## config.mk

```make
export PLATFORM = sky130hd
export DESIGN_NAME = button_click_hold_detector
export DESIGN_NICKNAME = d
export VERILOG_FILES = /design/src/design/bchd_pkg.sv /design/src/design/bchd_debounce.sv /design/src/design/bchd_events.sv /design/src/design/button_click_hold_detector.sv
export SDC_FILE = /design/constraint.sdc
export NUM_CORES = 1
export LEC_CHECK = 0
export ABC_AREA = 1
export BUFFER_PORTS_ARGS = -buffer_cell sky130_fd_sc_hd__buf_2
export CAP_MARGIN = 0
export CORE_ASPECT_RATIO = 1.5
export CORE_MARGIN = 3
export CORE_UTILIZATION = 53
export CTS_BUF_LIST = sky130_fd_sc_hd__clkbuf_4
export DETAILED_ROUTE_END_ITERATION = 10
export GPL_ROUTABILITY_DRIVEN = 0
export PLACE_DENSITY = 0.75
export SETUP_SLACK_MARGIN = 0.05
export SLEW_MARGIN = 5
export SYNTH_ARGS = -nofsm -noshare
export SYNTH_HDL_FRONTEND = slang
export SYNTH_SLANG_ARGS = --single-unit
```

## constraint.sdc

```tcl
create_clock -name clk -period 7 [get_ports clk]
set_clock_uncertainty 0.05 [all_clocks]
set_input_delay 1.05 -clock clk [delete_from_list [all_inputs] [get_ports clk]]
set_output_delay 1.05 -clock clk [all_outputs]
set_load 0.05 [all_outputs]
```

## src/design/bchd_pkg.sv

```systemverilog
package bchd_pkg;

    // Event codes carried on event_code
    localparam logic [2:0] EV_NONE    = 3'd0;
    localparam logic [2:0] EV_CLICK   = 3'd1;
    localparam logic [2:0] EV_DOUBLE  = 3'd2;
    localparam logic [2:0] EV_RELEASE = 3'd3;
    localparam logic [2:0] EV_HOLD    = 3'd4;
    localparam logic [2:0] EV_REPEAT  = 3'd5;

    // Configuration register indexes
    localparam logic [2:0] CFG_DEBOUNCE_LIMIT  = 3'd0;
    localparam logic [2:0] CFG_DOUBLE_CLICK_MS = 3'd1;
    localparam logic [2:0] CFG_HOLD_MS         = 3'd2;
    localparam logic [2:0] CFG_REPEAT_START_MS = 3'd3;
    localparam logic [2:0] CFG_REPEAT_FLOOR_MS = 3'd4;
    localparam logic [2:0] CFG_REPEAT_STEP_MS  = 3'd5;

    // Reset values of the configuration registers
    localparam logic [7:0]  RST_DEBOUNCE_LIMIT  = 8'd5;
    localparam logic [15:0] RST_DOUBLE_CLICK_MS = 16'd300;
    localparam logic [15:0] RST_HOLD_MS         = 16'd500;
    localparam logic [15:0] RST_REPEAT_START_MS = 16'd300;
    localparam logic [15:0] RST_REPEAT_FLOOR_MS = 16'd50;
    localparam logic [15:0] RST_REPEAT_STEP_MS  = 16'd25;

    // Run counters hold up to debounce_limit + 1
    localparam int RUN_W = 9;

    typedef struct packed {
        logic [7:0]  debounce_limit;
        logic [15:0] double_click_ms;
        logic [15:0] hold_ms;
        logic [15:0] repeat_start_ms;
        logic [15:0] repeat_floor_ms;
        logic [15:0] repeat_step_ms;
    } cfg_t;

endpackage

```

## src/design/bchd_debounce.sv

```systemverilog
module bchd_debounce (
    input  logic       clk,
    input  logic       rst_n,
    input  logic       advance,
    input  logic       poll,
    input  logic       pin_level,
    input  logic [7:0] debounce_limit,
    output logic       deb_next
);
    import bchd_pkg::*;

    logic [RUN_W-1:0] down_run_reg, down_run_next;
    logic [RUN_W-1:0] up_run_reg, up_run_next;
    logic             deb_reg;
    logic [RUN_W-1:0] limit_ext;
    logic             is_down;

    assign limit_ext = {1'b0, debounce_limit};
    assign is_down   = ~pin_level;

    // Run counters: a level is taken once it persists beyond the limit
    always_comb
    begin
        down_run_next = down_run_reg;
        up_run_next   = up_run_reg;
        deb_next      = deb_reg;
        if (poll)
        begin
            if (is_down)
            begin
                if (down_run_reg > limit_ext)
                begin
                    deb_next      = 1'b1;
                    down_run_next = RUN_W'(1);
                end
                else
                begin
                    down_run_next = down_run_reg + RUN_W'(1);
                end
                up_run_next = '0;
            end
            else
            begin
                if (up_run_reg > limit_ext)
                begin
                    deb_next    = 1'b0;
                    up_run_next = RUN_W'(1);
                end
                else
                begin
                    up_run_next = up_run_reg + RUN_W'(1);
                end
                down_run_next = '0;
            end
        end
    end

    always_ff @(posedge clk or negedge rst_n)
    begin
        if (!rst_n)
        begin
            down_run_reg <= '0;
            up_run_reg   <= '0;
            deb_reg      <= 1'b0;
        end
        else if (advance)
        begin
            down_run_reg <= down_run_next;
            up_run_reg   <= up_run_next;
            deb_reg      <= deb_next;
        end
    end

endmodule

```

## src/design/bchd_events.sv

```systemverilog
module bchd_events (
    input  logic          clk,
    input  logic          rst_n,
    input  logic          advance,
    input  logic          deb_next,
    input  logic [31:0]   now_ms,
    input  bchd_pkg::cfg_t cfg,
    output logic [2:0]    code
);
    import bchd_pkg::*;

    logic        reported_reg, reported_next;
    logic [31:0] press_time_reg, press_time_next;
    logic [31:0] repeat_time_reg, repeat_time_next;
    logic        second_armed_reg, second_armed_next;
    logic        hold_armed_reg, hold_armed_next;
    logic        repeat_armed_reg, repeat_armed_next;
    logic [15:0] interval_reg, interval_next;

    logic [31:0] press_gap;
    logic [31:0] repeat_gap;
    logic [15:0] above_floor;

    assign press_gap   = now_ms - press_time_reg;
    assign repeat_gap  = now_ms - repeat_time_reg;
    assign above_floor = interval_reg - cfg.repeat_floor_ms;

    // Event decision for one transaction
    always_comb
    begin
        reported_next     = reported_reg;
        press_time_next   = press_time_reg;
        repeat_time_next  = repeat_time_reg;
        second_armed_next = second_armed_reg;
        hold_armed_next   = hold_armed_reg;
        repeat_armed_next = repeat_armed_reg;
        interval_next     = interval_reg;
        code              = EV_NONE;
        if (reported_reg != deb_next)
        begin
            reported_next = deb_next;
            if (deb_next)
            begin
                press_time_next = now_ms;
                if ((press_gap < {16'd0, cfg.double_click_ms}) && second_armed_reg)
                begin
                    second_armed_next = 1'b0;
                    code              = EV_DOUBLE;
                end
                else
                begin
                    second_armed_next = 1'b1;
                    code              = EV_CLICK;
                end
            end
            else
            begin
                code              = EV_RELEASE;
                hold_armed_next   = 1'b1;
                repeat_armed_next = 1'b0;
                interval_next     = cfg.repeat_start_ms;
            end
        end
        else if (deb_next)
        begin
            // hold restarts the repeat timer, so no repeat in the same step
            if (hold_armed_reg && (press_gap > {16'd0, cfg.hold_ms}))
            begin
                hold_armed_next   = 1'b0;
                repeat_armed_next = 1'b1;
                repeat_time_next  = now_ms;
                code              = EV_HOLD;
            end
            else if (repeat_armed_reg && (repeat_gap > {16'd0, interval_reg}))
            begin
                code             = EV_REPEAT;
                repeat_time_next = now_ms;
                if (interval_reg > cfg.repeat_floor_ms)
                begin
                    if (above_floor > cfg.repeat_step_ms)
                        interval_next = interval_reg - cfg.repeat_step_ms;
                    else
                        interval_next = cfg.repeat_floor_ms;
                end
            end
        end
    end

    always_ff @(posedge clk or negedge rst_n)
    begin
        if (!rst_n)
        begin
            reported_reg     <= 1'b0;
            press_time_reg   <= '0;
            repeat_time_reg  <= '0;
            second_armed_reg <= 1'b0;
            hold_armed_reg   <= 1'b1;
            repeat_armed_reg <= 1'b0;
            interval_reg     <= RST_REPEAT_START_MS;
        end
        else if (advance)
        begin
            reported_reg     <= reported_next;
            press_time_reg   <= press_time_next;
            repeat_time_reg  <= repeat_time_next;
            second_armed_reg <= second_armed_next;
            hold_armed_reg   <= hold_armed_next;
            repeat_armed_reg <= repeat_armed_next;
            interval_reg     <= interval_next;
        end
    end

    // hold and repeat phases never overlap
    a_arm_exclusive: assert property (@(posedge clk) disable iff (!rst_n)
        !(hold_armed_reg && repeat_armed_reg))
        else $error("hold and repeat armed together");

    // a press event only with the switch down
    a_press_down: assert property (@(posedge clk) disable iff (!rst_n)
        (advance && (code == EV_CLICK || code == EV_DOUBLE)) |-> deb_next)
        else $error("press event with switch up");

    // release rearms the hold
    a_release_rearm: assert property (@(posedge clk) disable iff (!rst_n)
        (advance && code == EV_RELEASE) |=> (hold_armed_reg && !repeat_armed_reg))
        else $error("release did not rearm hold");

    // interval moves only with a transaction
    a_interval_hold: assert property (@(posedge clk) disable iff (!rst_n)
        !advance |=> $stable(interval_reg))
        else $error("repeat interval changed without transaction");

endmodule

```

## src/design/button_click_hold_detector.sv

```systemverilog
// Button click/hold detector. Each input transaction is one poll call
// (raw pin, poll flag, ms timestamp) and yields exactly one result
// transaction (event_code, pressed). It passes the input register, then the
// output register; one transaction is accepted per cycle while out_stall is
// low, as the debounce and event state update in the single pass between
// those registers. Configuration writes take effect at the next transaction;
// a new repeat_start_ms is used from the next release on.
module button_click_hold_detector (
    input  logic        clk,
    input  logic        rst_n,
    input  logic        in_valid,
    output logic        in_stall,
    input  logic        pin_level,
    input  logic        poll_due,
    input  logic [31:0] now_ms,
    output logic        out_valid,
    input  logic        out_stall,
    output logic [2:0]  event_code,
    output logic        pressed,
    input  logic        cfg_we,
    input  logic [2:0]  cfg_index,
    input  logic [15:0] cfg_data
);
    import bchd_pkg::*;

    cfg_t        cfg_reg;
    logic        s1_valid_reg;
    logic        s1_pin_reg;
    logic        s1_poll_reg;
    logic [31:0] s1_now_reg;
    logic        out_valid_reg;
    logic [2:0]  code_reg;
    logic        pressed_reg;

    logic        advance;
    logic        deb_next;
    logic [2:0]  code;

    // Stage 1 moves on when the output register is free or being drained
    assign advance  = s1_valid_reg && (!out_valid_reg || !out_stall);
    assign in_stall = s1_valid_reg && !advance;

    // Configuration registers
    always_ff @(posedge clk or negedge rst_n)
    begin
        if (!rst_n)
        begin
            cfg_reg.debounce_limit  <= RST_DEBOUNCE_LIMIT;
            cfg_reg.double_click_ms <= RST_DOUBLE_CLICK_MS;
            cfg_reg.hold_ms         <= RST_HOLD_MS;
            cfg_reg.repeat_start_ms <= RST_REPEAT_START_MS;
            cfg_reg.repeat_floor_ms <= RST_REPEAT_FLOOR_MS;
            cfg_reg.repeat_step_ms  <= RST_REPEAT_STEP_MS;
        end
        else if (cfg_we)
        begin
            unique case (cfg_index)
                CFG_DEBOUNCE_LIMIT:  cfg_reg.debounce_limit  <= cfg_data[7:0];
                CFG_DOUBLE_CLICK_MS: cfg_reg.double_click_ms <= cfg_data;
                CFG_HOLD_MS:         cfg_reg.hold_ms         <= cfg_data;
                CFG_REPEAT_START_MS: cfg_reg.repeat_start_ms <= cfg_data;
                CFG_REPEAT_FLOOR_MS: cfg_reg.repeat_floor_ms <= cfg_data;
                CFG_REPEAT_STEP_MS:  cfg_reg.repeat_step_ms  <= cfg_data;
                default:             ;
            endcase
        end
    end

    // Input register
    always_ff @(posedge clk or negedge rst_n)
    begin
        if (!rst_n)
            s1_valid_reg <= 1'b0;
        else if (in_valid && !in_stall)
            s1_valid_reg <= 1'b1;
        else if (advance)
            s1_valid_reg <= 1'b0;
    end

    always_ff @(posedge clk)
    begin
        if (in_valid && !in_stall)
        begin
            s1_pin_reg  <= pin_level;
            s1_poll_reg <= poll_due;
            s1_now_reg  <= now_ms;
        end
    end

    bchd_debounce u_debounce (
        .clk            (clk),
        .rst_n          (rst_n),
        .advance        (advance),
        .poll           (s1_poll_reg),
        .pin_level      (s1_pin_reg),
        .debounce_limit (cfg_reg.debounce_limit),
        .deb_next       (deb_next)
    );

    bchd_events u_events (
        .clk     (clk),
        .rst_n   (rst_n),
        .advance (advance),
        .deb_next(deb_next),
        .now_ms  (s1_now_reg),
        .cfg     (cfg_reg),
        .code    (code)
    );

    // Output register
    always_ff @(posedge clk or negedge rst_n)
    begin
        if (!rst_n)
            out_valid_reg <= 1'b0;
        else if (advance)
            out_valid_reg <= 1'b1;
        else if (!out_stall)
            out_valid_reg <= 1'b0;
    end

    always_ff @(posedge clk)
    begin
        if (advance)
        begin
            code_reg    <= code;
            pressed_reg <= deb_next;
        end
    end

    assign out_valid  = out_valid_reg;
    assign event_code = code_reg;
    assign pressed    = pressed_reg;

endmodule
```

* Word level (Yosys, flattened, before mapping)
Index checks and enable logic that the tools add are counted.
Word-level totals: input bits 58, logic and storage cells 112, flip-flop bits (word level) 231, output and inout port bits 6
Cells by class: $add $sub $neg 6, $lt $le $gt $ge 7, reductions and logical operators 30, muxes and demuxes 36, bitwise gates (word level) 1, eq/ne operators 9
Operator list (number):
- 16-bit 2-to-1 mux | 7
- 32-bit by 16-bit greater-than comparator with 1-bit output | 2
- 32-bit 2-to-1 mux | 2
- 32-bit subtractor | 2
- 9-bit 2-to-1 mux | 4
- 16-bit greater-than comparator | 2
- 32-bit by 16-bit < comparator with 1-bit output | 1
- 16-bit subtractor | 2
- 9-bit by 1-bit adder with 9-bit output, second input constant | 2
- 9-bit by 8-bit greater-than comparator with 1-bit output | 2
- 1-bit 2-to-1 mux | 17
- 2-bit AND reduction | 8
- 3-bit 2-to-1 mux | 4
- 2-bit nonzero test | 6
- 4-bit AND reduction | 2
- 3-bit by 2-bit equality test with 1-bit output, second input constant | 2
- 3-bit equality test, second input constant | 2
- 1-bit logical AND | 6
- 6-bit AND reduction | 1
- 1-bit logical NOT | 4
- 2-bit 2-to-1 mux | 2
- 2-bit by 1-bit != test with 1-bit output, second input constant | 2
- 3-bit by 1-bit equality test with 1-bit output, second input constant | 1
- 3-bit logical NOT | 1
- 5 further kinds | 5

* Logic depth before layout (Yosys ltp)
Gate-level depths: netlist of the first run.
depth after elaboration 8, depth in mapped cells 29

* Hierarchy
From an unflattened synthesis of the first run, not the netlist that was laid out.
Unflattened totals: cell total of the unflattened synthesis 2629, area total of the unflattened synthesis 18042.3 um2
Modules (own cells, without submodules):
- bchd_events | times used 1, cells each 1999, area an instance 11842.6 um2
- button_click_hold_detector | times used 1, cells each 440, area an instance 4765.8 um2
- bchd_debounce | times used 1, cells each 190, area an instance 1433.9 um2

* Worst setup path after synthesis of the first run
Ideal clock, no wire load.
kind reg2reg, start reg cfg_reg[17] (netlist bit), end reg u_events.interval_reg[12], arrival 3.917 ns, clock period less this slack 4.083 ns, slack 2.917 ns, cell stages (with the launch flop) 27, library setup time 0.116 ns, data required time 6.834 ns, buffers on the path 1, cell sequence dfstp_2 inv_1 fa_1 nand3_1 nand2_1 a21boi_0 nor2_1 nor2_1 nand2_1 a21boi_0 o21ai_0 nand3_1 nand2_1 xor2_1 ha_1 nand4_1 nor3_1 nand2_1 nand3_1 nand2_1 inv_1 clkbuf_1 nand2_1 o211ai_1 nand2_1 nand2_1 nand2_1
Between the ends: word-level cells in the longest chain between the ends 8, elaborated cells on any way between the ends 11, those cells by class add/sub (1); order compare (2); mux (6); reduce/logical (2)
Ends and longest elaborated chain:
- start, declared | line button_click_hold_detector.sv:26 | cfg_t cfg_reg;
- 16-bit subtractor | line bchd_events.sv:26 | assign above_floor = interval_reg - cfg.repeat_floor_ms;
- 16-bit greater-than comparator | line bchd_events.sv:80 | if (above_floor > cfg.repeat_step_ms)
- 16-bit 2-to-1 mux | line bchd_events.sv:80
- 16-bit 2-to-1 mux | line bchd_events.sv:78 | if (interval_reg > cfg.repeat_floor_ms)
- 16-bit 2-to-1 mux | line bchd_events.sv:74 | else if (repeat_armed_reg && (repeat_gap > {16'd0, interval_reg}))
- 16-bit 2-to-1 mux | line bchd_events.sv:67 | if (hold_armed_reg && (press_gap > {16'd0, cfg.hold_ms}))
- 16-bit 2-to-1 mux | line bchd_events.sv:64 | else if (deb_next)
- 16-bit 2-to-1 mux | line bchd_events.sv:39 | if (reported_reg != deb_next)
- end signal, assigned | line bchd_events.sv:109 | interval_reg <= interval_next;
- end, declared | line bchd_events.sv:18 | logic [15:0] interval_reg, interval_next;
Parallel ways exist; a longest one is shown, timed or not. The select of a mux whose other input is x is not followed. A chain may end at the register's enable or synchronous reset.

* Worst setup path in the final report of the first run
start reg u_events.interval_reg[0], end reg u_events.interval_reg[14]
Between the ends: word-level cells in the longest chain between the ends 8, elaborated cells on any way between the ends 15, those cells by class add/sub (2); order compare (3); mux (6); reduce/logical (4)
Ends and longest elaborated chain (line):
- 16-bit subtractor | bchd_events.sv:26
- 16-bit greater-than comparator | bchd_events.sv:80
- 16-bit 2-to-1 mux | bchd_events.sv:80
- 16-bit 2-to-1 mux | bchd_events.sv:78
- 16-bit 2-to-1 mux | bchd_events.sv:74
- 16-bit 2-to-1 mux | bchd_events.sv:67
- 16-bit 2-to-1 mux | bchd_events.sv:64
- 16-bit 2-to-1 mux | bchd_events.sv:39
Parallel ways exist; a longest one is shown, timed or not. The select of a mux whose other input is x is not followed.

==> results of run 1 <==
[final timing paths]
check,depth (start not counted),start,to,slack (ns)
worst max-delay path,27,u_events.interval_reg[0],u_events.interval_reg[14],1.83
worst min-delay path,1,rst_n,u_events.press_time_reg[22],0.32
worst max register to register,27,u_events.interval_reg[0],u_events.interval_reg[14],1.83
worst min register to register,2,u_events.repeat_time_reg[2],u_events.repeat_time_reg[2],0.42
max in group asynchronous,2,rst_n,u_events.repeat_time_reg[8],5.23
min in group clk,1,pin_level,s1_pin_reg,0.40
[layer usage]
metal / wire (um) / part of all wire (%) / vias to the layer above / GRT usage, %
met5: 0 / 0 / - / 0
met4: 3350 / 6.8 / 0 / 16.5
met3: 2970 / 6.1 / 191 / 4.25
met2: 23900 / 49 / 607 / 47.8
met1: 18700 / 38 / 7522 / 31.3
li1: - / - / 8222 / -
[layout by cell type (no fill, tap or decap), drive strengths merged, types with 53 or more instances in the layout]
| cell | count |
|---|---|
| buf | 68 |
| dfrtp | 166 |
| a21oi | 105 |
| nand2 | 857 |
| clkbuf | 88 |
| nand4 | 53 |
| o21ai | 171 |
| nor2 | 141 |
| xor2 | 54 |
| inv | 478 |
| ha | 176 |
| nand3 | 108 |
[logic make-up (layout without fill, tap and decap cells)]
kind of cell | after synthesis | count (layout) | share of synthesized area (%)
AO/OA/AOI/OAI | 331 | 331 | 10.2
flip-flops | 231 | 231 | 34.0
XOR/XNOR | 66 | 66 | 3.27
other | 0 | 1 | 0
buffers and inverters | 525 | 656 | 11.4
AND/OR/NAND/NOR | 1202 | 1202 | 28.3
adder cells (fa/ha/maj) | 180 | 180 | 12.9
[worst reg2reg max path, stage by stage (launching register included)]
cell and delay, ns:
dfrtp_1 0.40, inv_1 0.10, ha_1 0.16, inv_1 0.06, fa_1 0.40, nand3_1 0.10, nand2_1 0.10, a21boi_0 0.30
nor2_1 0.07, nor2_1 0.10, nand2_1 0.09, a21boi_0 0.43, o21ai_0 0.21, nand3_1 0.11, nand2_1 0.06, xor2_1 0.15
ha_1 0.30, nand4_1 0.11, nor3_1 0.21, nand2_1 0.09, nand3_1 0.08, nand2_1 0.24, inv_1 0.59, nand2_1 0.12
o21ai_0 0.10, o21ai_0 0.11, nand2_1 0.10, nand2_1 0.06
[metrics by stage]
step	total power [mW]	hold slack, ns	std cells	utilization (%)
after global placement	7.46	0.405	2972	56.0
after CTS	9.04	0.341	3081	58.7
final	9.08	0.325	3082	58.7
after global routing	10.0	0.341	3082	58.7
after floorplan	6.25	0.384	2535	-
after detailed placement	7.66	0.409	2972	56.0
[power by group through the flow]
stage | combinational, mW | clock, mW | sequential [mW]
after global routing | 6.50 | 1.43 | 2.09
final | 5.70 | 1.32 | 2.06
after global placement | 5.40 | 0 | 2.06
after CTS | 5.64 | 1.36 | 2.05
after detailed placement | 5.59 | 0 | 2.07
after floorplan | 4.27 | 0 | 1.98
[cell type report]
cell class	instances	area share, %
antenna	1	0.0130
clock buffer	87	3.40
clock inverter	22	1.06
inverter	478	9.34
multi-input combinational	1779	50.3
sequential	231	31.3
tap	415	2.70
timing repair buffer	69	1.92
==> results_dict.tcl, run 1 <==
set metrics [dict create \
    slew_violations 0 \
    pwr-share-comb_pct 62.8 \
    synth_fp_nets 2773 \
    numPortBuffers 63 \
    antenna_found_initial 1 \
    yosysMostFrequentCell "nand2_1" \
    antenna_left 0 \
    endpoint_kind "flip-flop" \
    p_seq_share_pct 22.6 \
    status "finished clean" \
    area_growth_pct 8.67 \
    p_sw_share_pct 50.2 \
    syn_area_per_cell_um2 6.97 \
    hold_buffers 0 \
    grt_pass1_vias 16300 \
    drt-initial-drc-count 1199 \
    yosys_most_used_dff "dfrtp_1" \
    dp_hpwl_um 38500 \
    h-tree-depth 2 \
    worstPathMaxFanout 23 \
    pwr-share-clk_pct 14.6 \
    final_nets 2855 \
    cp_top_family "simple AND/OR/NAND/NOR gates" \
    multi_input_area_um2 9660 \
    placed_area_um2 18300 \
    post-place-ws_ns 1.93 \
    die_area_um2 35600 \
    clk_pin_slew_ns 0.07 \
    drc 0 \
    die_x_um 155 \
    worstSkewPairLatency_ns 0.78 \
    die_h_um 230 \
    rows 81 \
    power.switching_mw 4.56 \
    start_kind "flip-flop" \
    vias 16500 \
    drive_above_1_share_pct 8.78 \
    syn_area_um2 17700 \
    routed_wl_um 48900 \
    peakVddDrop_mv 0.276 \
    synthCells 2535 \
    wl_per_cell_um 15.9 \
    final_area_um2 19200 \
    tightest_slew_ns 1.14 \
    grtUsageTotal_pct 27.4 \
    arrival_ns 5.74 \
    initial_core_util_pct 54.0 \
    finalSetupViolations 0 \
    ys_ff_latch 231 \
    max_freq_mhz 193 \
    synth_top_area_cell "dfrtp_1" \
    cts_buffers 58 \
    viasPerCell 5.37 \
    cts_tree "built" \
    hold_viol 0 \
    path_class "reg2reg" \
    ys_types 47 \
    crit_required_ns 7.57 \
    worst-path-buf-inv 3 \
    slowest_stage "inv_1" \
    post_cts_buffers 0 \
    crit_path_max_incr_delay_ns 0.59 \
    fin_tns_setup_ns 0 \
    yosys-top-cells-area "dfrtp_1 24%, nand2_1 18%, ha_1 12%" \
    final.fill_count 3079 \
    grt_max_degree 108 \
    synth_top_area_share_pct 23.5 \
    p_per_area_nw_per_um2 473 \
    slew_headroom_pct 23.8 \
    overflow 0 \
    cpMostUsedCell "nand2_1" \
    rsz0062_at_grt "false" \
    cts_sinks 231 \
    core_area_um2 32700 \
    ctsResizeCount 0 \
    clockBufferDepth 3 \
    root_buffer "clkbuf_4" \
    grt_pass1_wl_um 79200 \
    min_period_ns 5.17 \
    drv_cap 0 \
    synthArstFlopShare_pct 83.5 \
    regArea_um2 6000 \
    synth_commonest_cells "845 x nand2_1, 468 x inv_1, 176 x ha_1, 170 x o21ai_0, 166 x dfrtp_1" \
    io_pins 64 \
    largest_register_ffs 88 \
    firstDrtPassIters 7 \
    synth-seq-area-share_pct 34.0 \
    post-route-period-util_pct 73.9 \
    power_leakage_nw 10.5 \
    yosys_warnings 0 \
    intPower_mw 4.52 \
    finalWorstSetupSlack_ns 1.83 \
    hold_class "in2async" \
    synth_edf_count 38 \
]
(Power assumes the default switching activity.)
==> run 2, diff against run 1 <==
ABC_AREA = 0   (was 1)
clock period = 5.35 ns   (was 7 ns; I/O delays follow)
==> results_dict.tcl, run 2 <==
set metrics [dict create \
    fin_tns_setup_ns 0 \
    die_h_um 220 \
    start_kind "flip-flop" \
    post-place-ws_ns -0.164 \
    synthCells 1688 \
    crit_path_max_incr_delay_ns 0.57 \
    synth_commonest_cells "176 x ha_1, 175 x inv_1, 166 x dfrtp_1, 144 x nand2_1, 131 x o21ai_0" \
    io_pins 64 \
    arrival_ns 5.69 \
    die_x_um 149 \
    finalWorstSetupSlack_ns 0.227 \
    finalSetupViolations 0 \
    synthArstFlopShare_pct 83.5 \
    drv_cap 0 \
    final_area_um2 18100 \
    initial_core_util_pct 54.4 \
    clockBufferDepth 3 \
    endpoint_kind "flip-flop" \
    grt_max_degree 115 \
    tightest_slew_ns 1.00 \
    rsz0062_at_grt "false" \
    max_freq_mhz 195 \
    clk_pin_slew_ns 0.07 \
    grt_pass1_wl_um 64700 \
    drc 0 \
    drive_above_1_share_pct 20.5 \
    h-tree-depth 2 \
    numPortBuffers 63 \
    post-route-period-util_pct 95.8 \
    synth_top_area_share_pct 25.6 \
    slowest_stage "or4_4" \
    p_per_area_nw_per_um2 645 \
    cts_tree "built" \
    peakVddDrop_mv 0.290 \
    synth-seq-area-share_pct 37.1 \
    viasPerCell 5.79 \
    fin_cells 2248 \
    vias 13000 \
    grtUsageTotal_pct 24.6 \
    hold_class "in2async" \
    whs_ns 0.152 \
    yosys_most_used_dff "dfrtp_1" \
    slew_violations 0 \
    syn_area_per_cell_um2 9.60 \
    grt_pass1_vias 13300 \
    yosysMostFrequentCell "ha_1" \
    area_growth_pct 11.7 \
    crit_path_cell_trace "ha_1 -> and2_1 -> o21ai_2 -> nand2_1 -> or3_4 -> a31oi_4 -> o21ai_2 -> nand3_1 -> nand2_1 -> xor2_1 -> ha_1 -> nand4_1 -> or4_4 -> nor2_1 -> nor2_1 -> a2111oi_2 -> o2111a_1 -> a41oi_2 -> o211a_4 -> clkbuf_16 -> mux2_4" \
    rows 77 \
    root_buffer "clkbuf_4" \
    syn_area_um2 16200 \
    dpl.cell_count 2133 \
    die_area_um2 32800 \
    yosys_warnings 0 \
    ys_ff_latch 231 \
    largest_register_ffs 88 \
    path_class "reg2reg" \
    worst-path-buf-inv 1 \
    hold_viol 0 \
    synth_fp_nets 1926 \
    slew_headroom_pct 33.3 \
    worstPathMaxFanout 8 \
    final_nets 2041 \
    routed_wl_um 40800 \
    final_cell_mix "175 x inv_1, 173 x ha_1, 166 x dfrtp_1, 144 x nand2_1, 126 x o21ai_0" \
    dp_hpwl_um 31000 \
    status "finished clean" \
    placed_area_um2 17200 \
    worstSkewPairLatency_ns 0.75 \
    core_area_um2 29800 \
    ys_types 82 \
    cts_buffers 59 \
    hold_buffers 0 \
    power_leakage_nw 8.33 \
    min_period_ns 5.12 \
    cp_top_family "simple AND/OR/NAND/NOR gates" \
    drt-initial-drc-count 607 \
    synth_top_area_cell "dfrtp_1" \
    firstDrtPassIters 5 \
    antenna_left 0 \
    mostFrequentLayoutCell "inv_1" \
    cts_sinks 231 \
    crit_required_ns 5.91 \
    synth_edf_count 38 \
    yosys-top-cells-area "dfrtp_1 26%, ha_1 14%, edfxtp_1 7.0%" \
    overflow 0 \
    antenna_found_initial 1 \
    wl_per_cell_um 18.2 \
    final.fill_count 2522 \
]
run 2: cell types whose count changed after synthesis, sizes merged, moves of 31 or more:
cell   before  now
inv       477  175
mux2        0  100
nor2      141   68
xnor2      12   50
o21ai     171  136
nand3     108   32
mux2i       0   31
nand2     857  145
run 2: repair_timing:
item,CTS,global route
hold endpoints to repair,0,0
setup endpoints to repair,44,48
pin swaps,0,7
resized for setup,4,25
cloned,0,2
buffers inserted,0,2
run 2: metal layers:
metal | wire, um | track usage (%)
met3 | 1740 | 3.91
met4 | 2590 | 14.2
met2 | 21400 | 46.2
met1 | 15100 | 25.7
met5 | 0 | 0
run 2: area by class of cell:
cell class / count / area, um^2 / share of cell area (%)
multi-input combinational: 1234 / 9510 / 52.5
sequential: 231 / 6000 / 33.2
timing repair buffer: 101 / 682 / 3.77
clock buffer: 88 / 661 / 3.65
inverter: 176 / 661 / 3.65
tap: 395 / 494 / 2.73
clock inverter: 21 / 91.3 / 0.505
antenna: 2 / 5.00 / 0.0276
run 2: path summary, 6_finish.rpt:
check | startpoint | end | slack (ns) | cells after the start
worst max-delay path | s1_now_reg[3] | u_events.repeat_time_reg[7] | 0.23 | 21
worst max register to register | s1_now_reg[3] | u_events.repeat_time_reg[7] | 0.23 | 21
worst min register to register | u_events.press_time_reg[30] | u_events.press_time_reg[30] | 0.46 | 1
max in group asynchronous | rst_n | cfg_reg[21] | 3.91 | 2
min in group clk | now_ms[22] | s1_now_reg[22] | 0.18 | 1
worst min-delay path | rst_n | u_events.press_time_reg[13] | 0.15 | 1
run 2: logic make-up after synthesis:
group | synth area share [%]
multiplexers | 9.54
XOR/XNOR | 4.38
AND/OR/NAND/NOR | 12.8
adder cells (fa/ha/maj) | 14.1
AO/OA/AOI/OAI | 16.6
buffers and inverters | 5.47
flip-flops | 37.1
run 2: worst register-to-register path, stage by stage, from the launching register on:
cell       delay (ns)
edfxtp_1         0.46
ha_1             0.38
and2_1           0.22
o21ai_2          0.09
nand2_1          0.11
or3_4            0.35
a31oi_4          0.21
o21ai_2          0.10
nand3_1          0.09
nand2_1          0.06
xor2_1           0.15
ha_1             0.28
nand4_1          0.11
or4_4            0.57
nor2_1           0.13
nor2_1           0.09
a2111oi_2        0.21
o2111a_1         0.26
a41oi_2          0.19
o211a_4          0.38
clkbuf_16        0.20
mux2_4           0.30
run 2: power breakdown:
part	switching (mW)	leakage, nW	internal (mW)
registers	0.322	2.68	2.34
logic	4.13	5.20	3.37
clock network	0.767	0.454	0.756
run 2: stage by stage:
stage / util, % / total power, mW
finish: 60.8 / 11.7
detailed placement: 57.6 / 9.93
global route: 60.8 / 12.7
floorplan: - / 8.08
global placement: 57.6 / 9.71
CTS: 60.2 / 11.6
==> run 3, diff against run 2 <==
CTS_BUF_LIST = sky130_fd_sc_hd__clkbuf_8   (was sky130_fd_sc_hd__clkbuf_4)
==> results_dict.tcl, run 3 (synthesized netlist as in run 2, its figures left out) <==
set metrics [dict create \
    dp_hpwl_um 31000 \
    routed_wl_um 40400 \
    power_leakage_nw 8.30 \
    wl_per_cell_um 18.3 \
    grt_pass1_vias 13200 \
    start_kind "flip-flop" \
    drive_above_1_share_pct 18.3 \
    die_h_um 220 \
    io_pins 64 \
    wl_met1_um 15100 \
    numPortBuffers 63 \
    slowest_stage "or4_1" \
    endpoint_kind "flip-flop" \
    drt-initial-drc-count 646 \
    hold_viol 0 \
    final_area_um2 18000 \
    arrival_ns 5.47 \
    die_area_um2 32800 \
    final_nets 2019 \
    hold_buffers 0 \
    power.switching_mw 5.17 \
    grt_pass1_wl_um 64400 \
    whs_ns 0.326 \
    worstSkewPairLatency_ns 0.57 \
    min_period_ns 5.08 \
    rsz0062_at_grt "true" \
    highest_layer "met4" \
    grtUsageTotal_pct 24.5 \
    area_growth_pct 11.3 \
    worstPathMaxFanout 16 \
    firstDrtPassIters 5 \
    pwr-share-clk_pct 13.2 \
    viasPerCell 5.85 \
    cts_buffers 39 \
    slew_headroom_pct 34.0 \
    largest_register_ffs 88 \
    clk_pin_slew_ns 0.06 \
    crit_path_cell_trace "inv_1 -> ha_1 -> fa_1 -> nor2b_1 -> o21ai_2 -> nand2_1 -> or3_1 -> a31oi_2 -> o21ai_1 -> nand3_1 -> nand2_1 -> xor2_1 -> ha_1 -> nand4_1 -> or4_1 -> a21oi_1 -> nor4_1 -> nor2_1 -> a2111oi_2 -> o2111a_1 -> a41oi_4 -> o211a_4 -> buf_12 -> mux2_2" \
    total_power_mw 11.7 \
    status "finished clean" \
    clockBufferDepth 3 \
    overflow 0 \
    p_sw_share_pct 44.3 \
    max_freq_mhz 197 \
    peakVddDrop_mv 0.279 \
    intPower_mw 6.50 \
    pwr-share-comb_pct 64.0 \
    root_buffer "clkbuf_8" \
    vias 12900 \
    finalSetupViolations 0 \
    dr_wl_met3_um 1650 \
    die_x_um 149 \
    diodes 0 \
    crit_path_max_incr_delay_ns 0.56 \
    tightest_slew_ns 0.989 \
    rows 77 \
    core_area_um2 29800 \
    met2WireLength_um 21300 \
    final_cell_mix "191 x inv_1, 174 x ha_1, 166 x dfrtp_1, 144 x nand2_1, 126 x o21ai_0" \
    slew_violations 0 \
    p_seq_share_pct 22.8 \
    cts_tree "built" \
    path_class "reg2reg" \
    p_per_area_nw_per_um2 647 \
    hold_class "in2async" \
    drc 0 \
    h-tree-depth 2 \
    placed_area_um2 17200 \
    antenna_left 0 \
    drv_cap 0 \
    crit_required_ns 5.74 \
    grt_max_degree 115 \
    mostFrequentLayoutCell "inv_1" \
    antenna_found_initial 0 \
    initial_core_util_pct 54.4 \
    cts_sinks 231 \
    post-route-period-util_pct 94.9 \
]
run 3: cell count changes in the layout (fill, tap and decap cells not counted), moves of 2 or more:
cell / before / now
clkbuf_8: 1 / 49
clkbuf_16: 2 / 0
clkinv_1: 15 / 1
diode_2: 2 / 0
inv_1: 175 / 191
clkbuf_4: 88 / 0
run 3: power groups by stage:
| stage | Sequential, mW | Clock [mW] | Combinational [mW] |
|---|---|---|---|
| floorplan | 2.60 | 0 | 5.47 |
| global placement | 2.66 | 0 | 7.05 |
| detailed placement | 2.68 | 0 | 7.25 |
| CTS | 2.66 | 1.59 | 7.32 |
| global route | 2.72 | 1.67 | 8.29 |
| finish | 2.66 | 1.54 | 7.47 |
run 3: metrics by stage:
stage	utilization [%]	setup slack, ns	TNS [ns]	cells
after detailed placement	57.6	-0.164	-0.688	2133
after CTS	60.2	0.0229	0	2203
after global placement	57.6	-0.0379	-0.0388	2133
after floorplan	-	0.225	0	1688
final	60.6	0.273	0	2205
after global routing	60.6	0.0312	0	2205
run 3: layout make-up:
type / instances / area (um^2)
fillers: 2500 / 11700
clock inverters: 22 / 92.6
repair buffers: 99 / 636
multi-input cells: 1234 / 9490
inverters: 176 / 661
well taps: 395 / 494
flip-flops and latches: 231 / 6000
clock buffers: 48 / 661
run 3: critical path: cells and delay by family (launching register included):
family          cells  cell delay [ns]
compound gates      8             1.43
xor+xnor            1             0.15
fa+ha+maj           3             0.70
buf+inv             2             0.27
flops               1             0.39
mux                 1             0.35
simple gates        9             1.58
run 3: final timing paths:
check	start	endpoint	slack, ns	cells past startpoint
worst max-delay path	s1_now_reg[0]	u_events.repeat_time_reg[31]	0.27	24
worst min-delay path	rst_n	u_events.press_time_reg[16]	0.33	1
worst max register to register	s1_now_reg[0]	u_events.repeat_time_reg[31]	0.27	24
worst min register to register	u_events.repeat_armed_reg	u_events.repeat_armed_reg	0.45	1
max in group asynchronous	rst_n	cfg_reg[34]	3.75	2
min in group clk	now_ms[19]	s1_now_reg[19]	0.36	1
run 3: timing repair:
action | CTS | global route
gates resized for setup | 4 | 20
gates cloned | 0 | 0
buffers inserted | 0 | 2
endpoints found under the hold margin | 0 | 0
pin swaps | 0 | 5
endpoints found under the setup margin | 46 | 49
run 3: routing by layer:
layer | track usage [%] | vias up
met1 | 25.6 | 6260
met4 | 13.3 | 0
li1 | - | 6200
met2 | 46.5 | 311
met3 | 3.83 | 137
met5 | 0 | -
